**src/hw/rtl/wlm_pkg.sv**
```systemverilog
package wlm_pkg;

  // Pattern storage geometry.
  localparam int MAX_PATTERN = 32;
  localparam int PAT_WORDS   = 4;
  localparam int WORD_W      = 64;
  localparam int BYTE_W      = 8;
  localparam int PAT_BYTES   = PAT_WORDS * WORD_W / BYTE_W;
  localparam int PAT_BITS    = PAT_BYTES * BYTE_W;

  // Byte positions, segment lengths and the saturating counters.
  localparam int POS_W  = $clog2(MAX_PATTERN);
  localparam int LEN_W  = $clog2(MAX_PATTERN + 2);
  localparam int PLEN_W = 6;

  // Configuration port.
  localparam int CFG_IDX_W = 3;
  localparam logic [CFG_IDX_W-1:0] REG_PAT_LOW    = 3'd0;
  localparam logic [CFG_IDX_W-1:0] REG_PAT_SECOND = 3'd1;
  localparam logic [CFG_IDX_W-1:0] REG_PAT_THIRD  = 3'd2;
  localparam logic [CFG_IDX_W-1:0] REG_PAT_HIGH   = 3'd3;
  localparam logic [CFG_IDX_W-1:0] REG_PAT_LEN    = 3'd4;

  localparam logic [BYTE_W-1:0] PERCENT = 8'h25;

  // One literal segment: position of its final byte and its length.
  typedef struct packed {
    logic [POS_W-1:0] last_pos;
    logic [LEN_W-1:0] len;
  } seg_entry_t;

  // Parsed pattern summary handed to the scanner.
  typedef struct packed {
    logic [LEN_W-1:0] seg_count;
    logic             lead_pct;
    logic             trail_pct;
    logic             busy;
  } pat_info_t;

  function automatic logic [BYTE_W-1:0] to_lower(input logic [BYTE_W-1:0] c);
    logic [BYTE_W-1:0] r;
    r = c;
    if (c >= 8'h41 && c <= 8'h5A) begin
      r = c + 8'h20;
    end
    return r;
  endfunction

endpackage

```
**src/hw/rtl/wlm_parse.sv**
```systemverilog
module wlm_parse
  import wlm_pkg::*;
(
  input  logic                 clk,
  input  logic                 rst,
  input  logic                 cfg_valid,
  input  logic [CFG_IDX_W-1:0] cfg_index,
  input  logic [WORD_W-1:0]    cfg_data,
  input  logic [POS_W-1:0]     rd_sel,
  output seg_entry_t           rd_entry,
  output pat_info_t            info,
  output logic [PAT_BITS-1:0]  pat_lc
);

  logic [WORD_W-1:0] pat_word [PAT_WORDS];
  logic [PLEN_W-1:0] pat_len;
  logic              busy;
  logic [LEN_W-1:0]  scan_pos;
  logic [LEN_W-1:0]  run;
  logic [LEN_W-1:0]  seg_count;
  seg_entry_t        seg_tab [MAX_PATTERN];

  logic              cfg_hit;
  logic [LEN_W-1:0]  used_len;
  logic [BYTE_W-1:0] cur_byte;
  logic              end_run;
  logic [POS_W-1:0]  tail_pos;
  seg_entry_t        new_entry;

  always_comb begin
    unique case (cfg_index) inside
      REG_PAT_LOW, REG_PAT_SECOND, REG_PAT_THIRD, REG_PAT_HIGH, REG_PAT_LEN: begin
        cfg_hit = cfg_valid;
      end
      default: begin
        cfg_hit = 1'b0;
      end
    endcase
  end

  // Lower-cased pattern, byte k at bits 8k+7..8k.
  for (genvar w = 0; w < PAT_WORDS; w++) begin : g_word
    for (genvar b = 0; b < WORD_W / BYTE_W; b++) begin : g_byte
      assign pat_lc[(w * (WORD_W / BYTE_W) + b) * BYTE_W +: BYTE_W] =
        to_lower(pat_word[w][b * BYTE_W +: BYTE_W]);
    end
  end

  assign used_len = (LEN_W'(pat_len) > LEN_W'(MAX_PATTERN)) ? LEN_W'(MAX_PATTERN)
                                                             : LEN_W'(pat_len);
  assign cur_byte = pat_lc[scan_pos[POS_W-1:0] * BYTE_W +: BYTE_W];
  assign end_run  = (scan_pos == used_len) || (cur_byte == PERCENT);
  assign tail_pos = POS_W'(used_len - LEN_W'(1));

  assign new_entry.last_pos = POS_W'(scan_pos - LEN_W'(1));
  assign new_entry.len      = run;

  // The sweep walks the pattern one byte a cycle and records each literal run.
  always_ff @(posedge clk) begin
    if (rst) begin
      for (int i = 0; i < PAT_WORDS; i++) begin
        pat_word[i] <= '0;
      end
      pat_len   <= '0;
      busy      <= 1'b1;
      scan_pos  <= '0;
      run       <= '0;
      seg_count <= '0;
    end else if (cfg_hit) begin
      unique case (cfg_index)
        REG_PAT_LOW:    pat_word[0] <= cfg_data;
        REG_PAT_SECOND: pat_word[1] <= cfg_data;
        REG_PAT_THIRD:  pat_word[2] <= cfg_data;
        REG_PAT_HIGH:   pat_word[3] <= cfg_data;
        REG_PAT_LEN:    pat_len     <= cfg_data[PLEN_W-1:0];
        default: begin
        end
      endcase
      busy      <= 1'b1;
      scan_pos  <= '0;
      run       <= '0;
      seg_count <= '0;
    end else if (busy) begin
      if (end_run) begin
        run <= '0;
        if (run != '0) begin
          seg_count <= seg_count + LEN_W'(1);
        end
      end else begin
        run <= run + LEN_W'(1);
      end
      if (scan_pos == used_len) begin
        busy <= 1'b0;
      end else begin
        scan_pos <= scan_pos + LEN_W'(1);
      end
    end
  end

  always_ff @(posedge clk) begin
    if (!rst && !cfg_hit && busy && end_run && run != '0) begin
      seg_tab[seg_count[POS_W-1:0]] <= new_entry;
    end
  end

  assign rd_entry       = seg_tab[rd_sel];
  assign info.seg_count = seg_count;
  assign info.lead_pct  = (used_len != '0) && (pat_lc[BYTE_W-1:0] == PERCENT);
  assign info.trail_pct = (used_len != '0) &&
                          (pat_lc[tail_pos * BYTE_W +: BYTE_W] == PERCENT);
  assign info.busy      = busy;

endmodule

```
**src/hw/rtl/wlm_scan.sv**
```systemverilog
module wlm_scan
  import wlm_pkg::*;
(
  input  logic                clk,
  input  logic                rst,
  input  logic                accept,
  input  logic [BYTE_W-1:0]   text_char,
  input  logic                last,
  input  logic                no_char,
  input  pat_info_t           info,
  input  seg_entry_t          entry,
  input  logic [PAT_BITS-1:0] pat_lc,
  output logic [POS_W-1:0]    rd_sel,
  output logic                push,
  output logic                result
);

  logic [PAT_BITS-1:0] window;
  logic [LEN_W-1:0]    segment_number;
  logic [LEN_W-1:0]    bytes_since_anchor;
  logic [LEN_W-1:0]    text_length_seen;
  logic                wildcard_open;
  logic                has_failed;

  logic [PAT_BITS-1:0] eff_win;
  logic [LEN_W-1:0]    bsa_eff;
  logic [LEN_W-1:0]    tls_eff;
  logic [PAT_BITS-1:0] pat_rev;
  logic [PAT_BITS-1:0] aligned;
  logic [POS_W-1:0]    shift_amt;
  logic [PAT_BYTES-1:0] lane_ok;
  logic                win_match;
  logic                past_end;
  logic                is_suffix;
  logic                active;
  logic                advance;
  logic                fail_new;
  logic [LEN_W-1:0]    seg_inc;

  assign rd_sel = segment_number[POS_W-1:0];

  // Window after this request's byte, and the counters that go with it.
  assign eff_win = no_char ? window : {window[PAT_BITS-BYTE_W-1:0], to_lower(text_char)};
  assign bsa_eff = (no_char || bytes_since_anchor == LEN_W'(MAX_PATTERN)) ?
                   bytes_since_anchor : bytes_since_anchor + LEN_W'(1);
  assign tls_eff = (no_char || text_length_seen == LEN_W'(MAX_PATTERN + 1)) ?
                   text_length_seen : text_length_seen + LEN_W'(1);

  // Line the segment up with the window: byte j of the window meets
  // pattern byte (last_pos - j).
  for (genvar i = 0; i < PAT_BYTES; i++) begin : g_rev
    assign pat_rev[i * BYTE_W +: BYTE_W] = pat_lc[(PAT_BYTES - 1 - i) * BYTE_W +: BYTE_W];
  end
  assign shift_amt = POS_W'(PAT_BYTES - 1) - entry.last_pos;
  assign aligned   = pat_rev >> {shift_amt, 3'b000};

  always_comb begin
    for (int j = 0; j < PAT_BYTES; j++) begin
      lane_ok[j] = (aligned[j * BYTE_W +: BYTE_W] == eff_win[j * BYTE_W +: BYTE_W]) ||
                   (LEN_W'(j) >= entry.len);
    end
  end
  assign win_match = (entry.len != '0) && (&lane_ok);

  assign past_end  = segment_number >= info.seg_count;
  assign is_suffix = (segment_number == info.seg_count - LEN_W'(1)) && !info.trail_pct;
  assign active    = !no_char && !has_failed && !past_end && !is_suffix;
  assign advance   = active && win_match &&
                     (wildcard_open ? (bsa_eff >= entry.len) : (bsa_eff == entry.len));
  assign fail_new  = active && !wildcard_open && (bsa_eff == entry.len) && !win_match;
  assign seg_inc   = segment_number + LEN_W'(1);

  // Verdict on the string as it stands after this request.
  always_comb begin
    if (info.seg_count == '0) begin
      result = 1'b1;
    end else if (has_failed || fail_new) begin
      result = 1'b0;
    end else if (advance) begin
      result = seg_inc >= info.seg_count;
    end else if (past_end) begin
      result = 1'b1;
    end else if (!is_suffix) begin
      result = 1'b0;
    end else if (wildcard_open) begin
      result = (bsa_eff >= entry.len) && win_match;
    end else begin
      result = (tls_eff == entry.len) && win_match;
    end
  end

  assign push = accept && last;

  always_ff @(posedge clk) begin
    if (rst || info.busy || push) begin
      window             <= '0;
      segment_number     <= '0;
      bytes_since_anchor <= '0;
      text_length_seen   <= '0;
      wildcard_open      <= info.lead_pct;
      has_failed         <= 1'b0;
    end else if (accept) begin
      window             <= eff_win;
      text_length_seen   <= tls_eff;
      bytes_since_anchor <= advance ? '0 : bsa_eff;
      segment_number     <= advance ? seg_inc : segment_number;
      wildcard_open      <= wildcard_open | advance;
      has_failed         <= has_failed | fail_new;
    end
  end

endmodule

```
**src/hw/rtl/wlm_outbuf.sv**
```systemverilog
module wlm_outbuf
  import wlm_pkg::*;
(
  input  logic clk,
  input  logic rst,
  input  logic push,
  input  logic din,
  input  logic out_ready,
  output logic out_valid,
  output logic dout,
  output logic space
);

  logic [1:0] fill;
  logic       head;
  logic       tail;
  logic       pop;

  assign pop       = out_valid && out_ready;
  assign out_valid = fill != 2'd0;
  assign dout      = head;
  assign space     = fill != 2'd2;

  always_ff @(posedge clk) begin
    if (rst) begin
      fill <= 2'd0;
    end else if (push && !pop) begin
      fill <= fill + 2'd1;
    end else if (pop && !push) begin
      fill <= fill - 2'd1;
    end
  end

  always_ff @(posedge clk) begin
    if (push && pop) begin
      if (fill == 2'd1) begin
        head <= din;
      end else begin
        head <= tail;
        tail <= din;
      end
    end else if (push) begin
      if (fill == 2'd0) begin
        head <= din;
      end else begin
        tail <= din;
      end
    end else if (pop) begin
      head <= tail;
    end
  end

endmodule

```
**src/hw/rtl/wildcard_like_matcher_top.sv**
```systemverilog
// Case-insensitive '%' wildcard matcher: one text byte per request, one verdict per string.
// Throughput: one request every cycle; in_ready drops while two verdicts wait unread.
// Latency: a verdict shows on matched the cycle after its last byte, once earlier ones left.
// After reset, and after every write to a pattern or length register, the pattern sweep
// holds in_ready low while it records the literal segments.
// Reset is synchronous and clears the pattern to empty, which matches every string.
module wildcard_like_matcher_top
  import wlm_pkg::*;
(
  input  logic                 clk,
  input  logic                 rst,
  input  logic                 cfg_valid,
  output logic                 cfg_ready,
  input  logic [CFG_IDX_W-1:0] cfg_index,
  input  logic [WORD_W-1:0]    cfg_data,
  input  logic                 in_valid,
  output logic                 in_ready,
  input  logic [BYTE_W-1:0]    text_char,
  input  logic                 last,
  input  logic                 no_char,
  output logic                 out_valid,
  input  logic                 out_ready,
  output logic                 matched
);

  pat_info_t           info;
  seg_entry_t          entry;
  logic [PAT_BITS-1:0] pat_lc;
  logic [POS_W-1:0]    rd_sel;
  logic                accept;
  logic                push;
  logic                result;
  logic                space;

  // Configuration writes are always taken; any register write restarts the string in progress.
  assign cfg_ready = 1'b1;

  // A request is taken while the segment table is settled and the result buffer
  // has a free slot. One verdict may wait on the output without stalling the
  // byte stream; a second one fills the buffer and holds in_ready low until
  // the oldest leaves.
  assign in_ready = !info.busy && space;
  assign accept   = in_valid && in_ready;

  // Holds the pattern registers and walks them into a table of literal segments.
  wlm_parse u_parse (
    .clk       (clk),
    .rst       (rst),
    .cfg_valid (cfg_valid),
    .cfg_index (cfg_index),
    .cfg_data  (cfg_data),
    .rd_sel    (rd_sel),
    .rd_entry  (entry),
    .info      (info),
    .pat_lc    (pat_lc)
  );

  // Shifts each byte into the window, tests the sought segment and judges the
  // string when its last request arrives.
  wlm_scan u_scan (
    .clk       (clk),
    .rst       (rst),
    .accept    (accept),
    .text_char (text_char),
    .last      (last),
    .no_char   (no_char),
    .info      (info),
    .entry     (entry),
    .pat_lc    (pat_lc),
    .rd_sel    (rd_sel),
    .push      (push),
    .result    (result)
  );

  // Two-deep result buffer between the scanner and the output channel.
  wlm_outbuf u_outbuf (
    .clk       (clk),
    .rst       (rst),
    .push      (push),
    .din       (result),
    .out_ready (out_ready),
    .out_valid (out_valid),
    .dout      (matched),
    .space     (space)
  );

endmodule

```
**config.mk**
```make
export PLATFORM = sky130hd
export DESIGN_NAME = wildcard_like_matcher_top
export DESIGN_NICKNAME = d
export VERILOG_FILES = /design/src/hw/rtl/wlm_pkg.sv /design/src/hw/rtl/wlm_parse.sv /design/src/hw/rtl/wlm_scan.sv /design/src/hw/rtl/wlm_outbuf.sv /design/src/hw/rtl/wildcard_like_matcher_top.sv
export SDC_FILE = /design/constraint.sdc
export NUM_CORES = 2
export LEC_CHECK = 0
export ABC_AREA = 1
export BUFFER_PORTS_ARGS = -buffer_cell sky130_fd_sc_hd__buf_2
export CORE_MARGIN = 2
export CORE_UTILIZATION = 28
export CTS_BUF_LIST = sky130_fd_sc_hd__clkbuf_2 sky130_fd_sc_hd__clkbuf_4 sky130_fd_sc_hd__clkbuf_8
export DETAILED_ROUTE_END_ITERATION = 12
export PLACE_DENSITY = 0.43
export SLEW_MARGIN = 20
export SYNTH_ARGS = -nofsm -noshare
export SYNTH_HDL_FRONTEND = slang
export SYNTH_SLANG_ARGS = --single-unit
```
**constraint.sdc**
```tcl
create_clock -name clk -period 5.8 [get_ports clk]
set_input_delay 0.29 -clock clk [delete_from_list [all_inputs] [get_ports clk]]
set_output_delay 0.29 -clock clk [all_outputs]
set_load 0.05 [all_outputs]
```
==> summary.md <==
| Metric | Value |
|---|---|
| Yosys warns | `0` |
| Adder-Cell Fraction of Synth Area | `1.37%` |
| Hold path depth | `3` |
| Final setup viols | `0` |
| Num Clock Sinks | `918` |
| Synth Flop Type | `edfxtp_1` |
| Worst Path Required | `between 6000 and 7000 ps` |
| CTS tree | `yes` |
| Hold path startpoint | `cfg_index[1]` |
| Die Area | `232000 um2` |
| I/O Buffers | `84` |
| RSZ-0062 raised after global routing | `no` |
| Complex-gate fraction of the synthesized area | `11.5%` |
| Width of the chip | `481 um` |
| Largest net degree at the start of global routing | `151` |
| Gate Count Post-Synth | `roughly 9400` |
| Synth cell types | `60` |
| Initial antenna violation count | `13` |
| Initial core utilization | `28.1%` |
| Synth Register Bits | `about 920` |
| Mux cell area share after synthesis | `0%` |
| Fin crit period | `5600 ps` |
| Setup crit start kind | `flip-flop` |
| 1st-iter DRT viols | `8663` |
| Count leader, synth | `nand2_1` |
| Largest family of logic cells by synthesized area | `simple AND/OR/NAND/NOR gates` |
| Worst Tran Pin Value | `1240 ps` |
| CP endpoint kind | `flip-flop` |
| Worst clock skew | `77.2 ps` |
| TritonCTS buffer count | `~170` |
| 1st-pass router iterations | `6` |
| ANT nets after route | `0` |
| Worst-path maximum fanout | `42` |
| Seq/Total Area, Yosys | `38.4%` |
| Post-layout util | `between 30% and 40%` |
| Mapped Area | `63800 um2` |
| Asr flop ratio synth | `0%` |
| FMAX | `roughly 180 MHz` |
| Setup TNS | `0 ps` |
| Final hold violations | `0` |
| Wire per inst | `approximately 28 um` |
| Post-synth net total | `between 9000 and 10000` |
| Clock transition at the registers of the reported paths | `60 ps` |
| Syn-to-layout area delta | `16.7%` |
| Avg Vias per Cell | `5.47` |
| Row count | `175` |
| Nets@finish | `9763` |
| Most numerous cell on the critical path | `nand2_1` |
| Syn avg cell area | `6.75 um2` |
| CP max stage delay | `400 ps` |
| Root Driver | `clkbuf_8` |
| Max-slew violations | `0` |
| Global route overflow | `0` |
| DRC Markers | `0` |
| Crit Path Category | `flip-flop to flip-flop` |
| Top cells by count, synth | `2606 x nand2_1, 1896 x nand3_1, 950 x inv_1` |
| Final Wtd Congestion | `0.992` |
| Crit path DAT | `roughly 6500 ps` |
| Global-route wire length before repair | `496 mm` |
| Post-synthesis simple-gate area fraction | `37.8%` |
| Synth area leaders | `edfxtp_1 29%, nand2_1 15%, nand3_1 15%` |
| Layout cells sized above 1 | `9.13%` |
| Post-synth EDFFs | `611` |
| Area leader, netlist | `edfxtp_1` |
| Max_cap viols | `0` |
| Clk_lat worst skew | `just over 1000 ps` |
| Critical Path Slowest Stage Cell | `o21ai_4` |
| Register-to-Register Path Depth | `30` |
| Pleak | `32.5 nW` |
| Max IR drop VDD | `225 uV` |
| Post-DP HPWL | `276 mm` |
| Run status | `complete, no violations` |
| Worst Hold Class | `input port to flip-flop` |
| Vias in the first global route | `between 60000 and 70000` |
| Pwr dens | `251 nW/um2` |
| Post-Route WL | `356 mm` |
| Synth top area share | `between 20 and 30%` |
| Total track usage | `29.9%` |
| # IOs | `86` |
| Via count | `approximately 70000` |
| H-tree depth | `4` |
| Post-Synth XOR/XNOR Area | `0.906%` |
| Max Root-Sink Buffers | `3` |
| Hold EP | `u_parse.pat_word[2][6]$_SDFFCE_PN0P_` |
| Max-slew headroom | `about 17%` |
| Fillcell total | `roughly 25000` |
| Worst r2r dst | `u_outbuf.dout$_DFFE_PP_` |
| Fin crit share | `96.6%` |
| CORE AREA | `227000 um2` |
| Die span in y | `481 um` |
| Reg-to-reg setup timing slack | `200 ps` |
## cell type report
cell class / count / area, um2 / area share [%]
Sequential cell: 918 / 24500 / 32.9
Inverter: 969 / 3670 / 4.93
Timing Repair Buffer: 589 / 5600 / 7.52
Antenna cell: 6 / 15.0 / 0.0202
Clock buffer: 241 / 2960 / 3.98
Multi-Input combinational cell: 6960 / 33200 / 44.7
Tap cell: 3009 / 3760 / 5.06
Clock inverter: 74 / 684 / 0.919
## per-stage QoR
stage / hold WS (ps) / setup WS, ps / total power (W) / instances / cell area, um2
after floorplan: 362 / 1460 / 0.00965 / 9445 / 63800
after global placement: 465 / 155 / 0.0117 / 12359 / 69900
after detailed placement: 470 / 176 / 0.0117 / 12359 / 69900
after CTS: 26.8 / 154 / 0.0187 / 12756 / 74300
after global routing: 63.8 / 5.22 / 0.0194 / 12764 / 74400
final: 88.6 / 199 / 0.0187 / 12766 / 74400
## metal layers
layer,part of all wire (%),vias to the layer above,track usage (%)
met5,0.013,-,0
met1,42,33647,39.4
li1,-,32353,-
met3,7.0,606,4.84
met2,45,3172,47.9
met4,5.4,6,13.9
## power breakdown
group / internal [W] / switching (W)
logic: 0.00108 / 0.00317
registers: 0.00723 / 0.000268
clock network: 0.00377 / 0.00316
total: 0.0121 / 0.00660
## cells in the final DEF (no fill, tap or decap), drive strengths merged, types with 26 or more instances in the layout
cell         instances
buf                507
clkbuf             241
edfxtp             611
o211ai              26
nor3               105
nand3b              78
a21oi              140
nand2             2609
o21ai              676
nand4              150
ha                  70
nor2               666
o22ai              312
nand3             1898
dlygate4sd3         82
xor2                51
clkinv              62
dfxtp              307
o221ai              52
inv                967
## worst max-delay path by stage
stage | start | end | slack [ps]
final | flip-flop | u_outbuf.dout$_DFFE_PP_ | 200
after global routing | flip-flop | u_outbuf.dout$_DFFE_PP_ | 5
after CTS | flip-flop | u_outbuf.dout$_DFFE_PP_ | 150
after detailed placement | flip-flop | u_outbuf.dout$_DFFE_PP_ | 180
after global placement | flip-flop | u_outbuf.dout$_DFFE_PP_ | 160
after floorplan | u_parse.scan_pos[0]$_SDFFE_PP0P_ | u_parse.seg_tab[12][0]$_DFFE_PP_ | 1460
## state kept, by name (all words and copies together), names as in the netlist, 2 cells and up, named ones only
name                       cells
u_scan.text_length_seen        6
u_scan.segment_number          6
u_scan.bytes_since_anchor      6
u_parse.scan_pos               6
u_parse.run                    6
u_scan.window                256
u_parse.seg_tab              352
u_outbuf.fill                  2
u_parse.pat_word             256
u_parse.seg_count              6
u_parse.pat_len                6
## cell families after synthesis
group	count (synthesis)
AND/OR/NAND/NOR	5537
buffers and inverters	1567
flip-flops	918
adder cells (fa/ha/maj)	70
other	1
XOR/XNOR	66
AO/OA/AOI/OAI	1286
## critical path: cells and delay by family (launching register included)
family,cells,cell delay (ps)
xor gates and xnor gates,1,310
DFF,1,380
buffers and inverters,7,1610
AOI/OAI and AO/OA,2,570
and+or+nand+nor,20,2460
## timing repair
item | CTS | global route
hold buffers | 82 | 0
endpoints found under the setup margin | 0 | 5
gates resized for setup | 0 | 6
hold endpoints to repair | 298 | 0
buffers inserted | 0 | 3
Power figures use the tool's default switching activity.
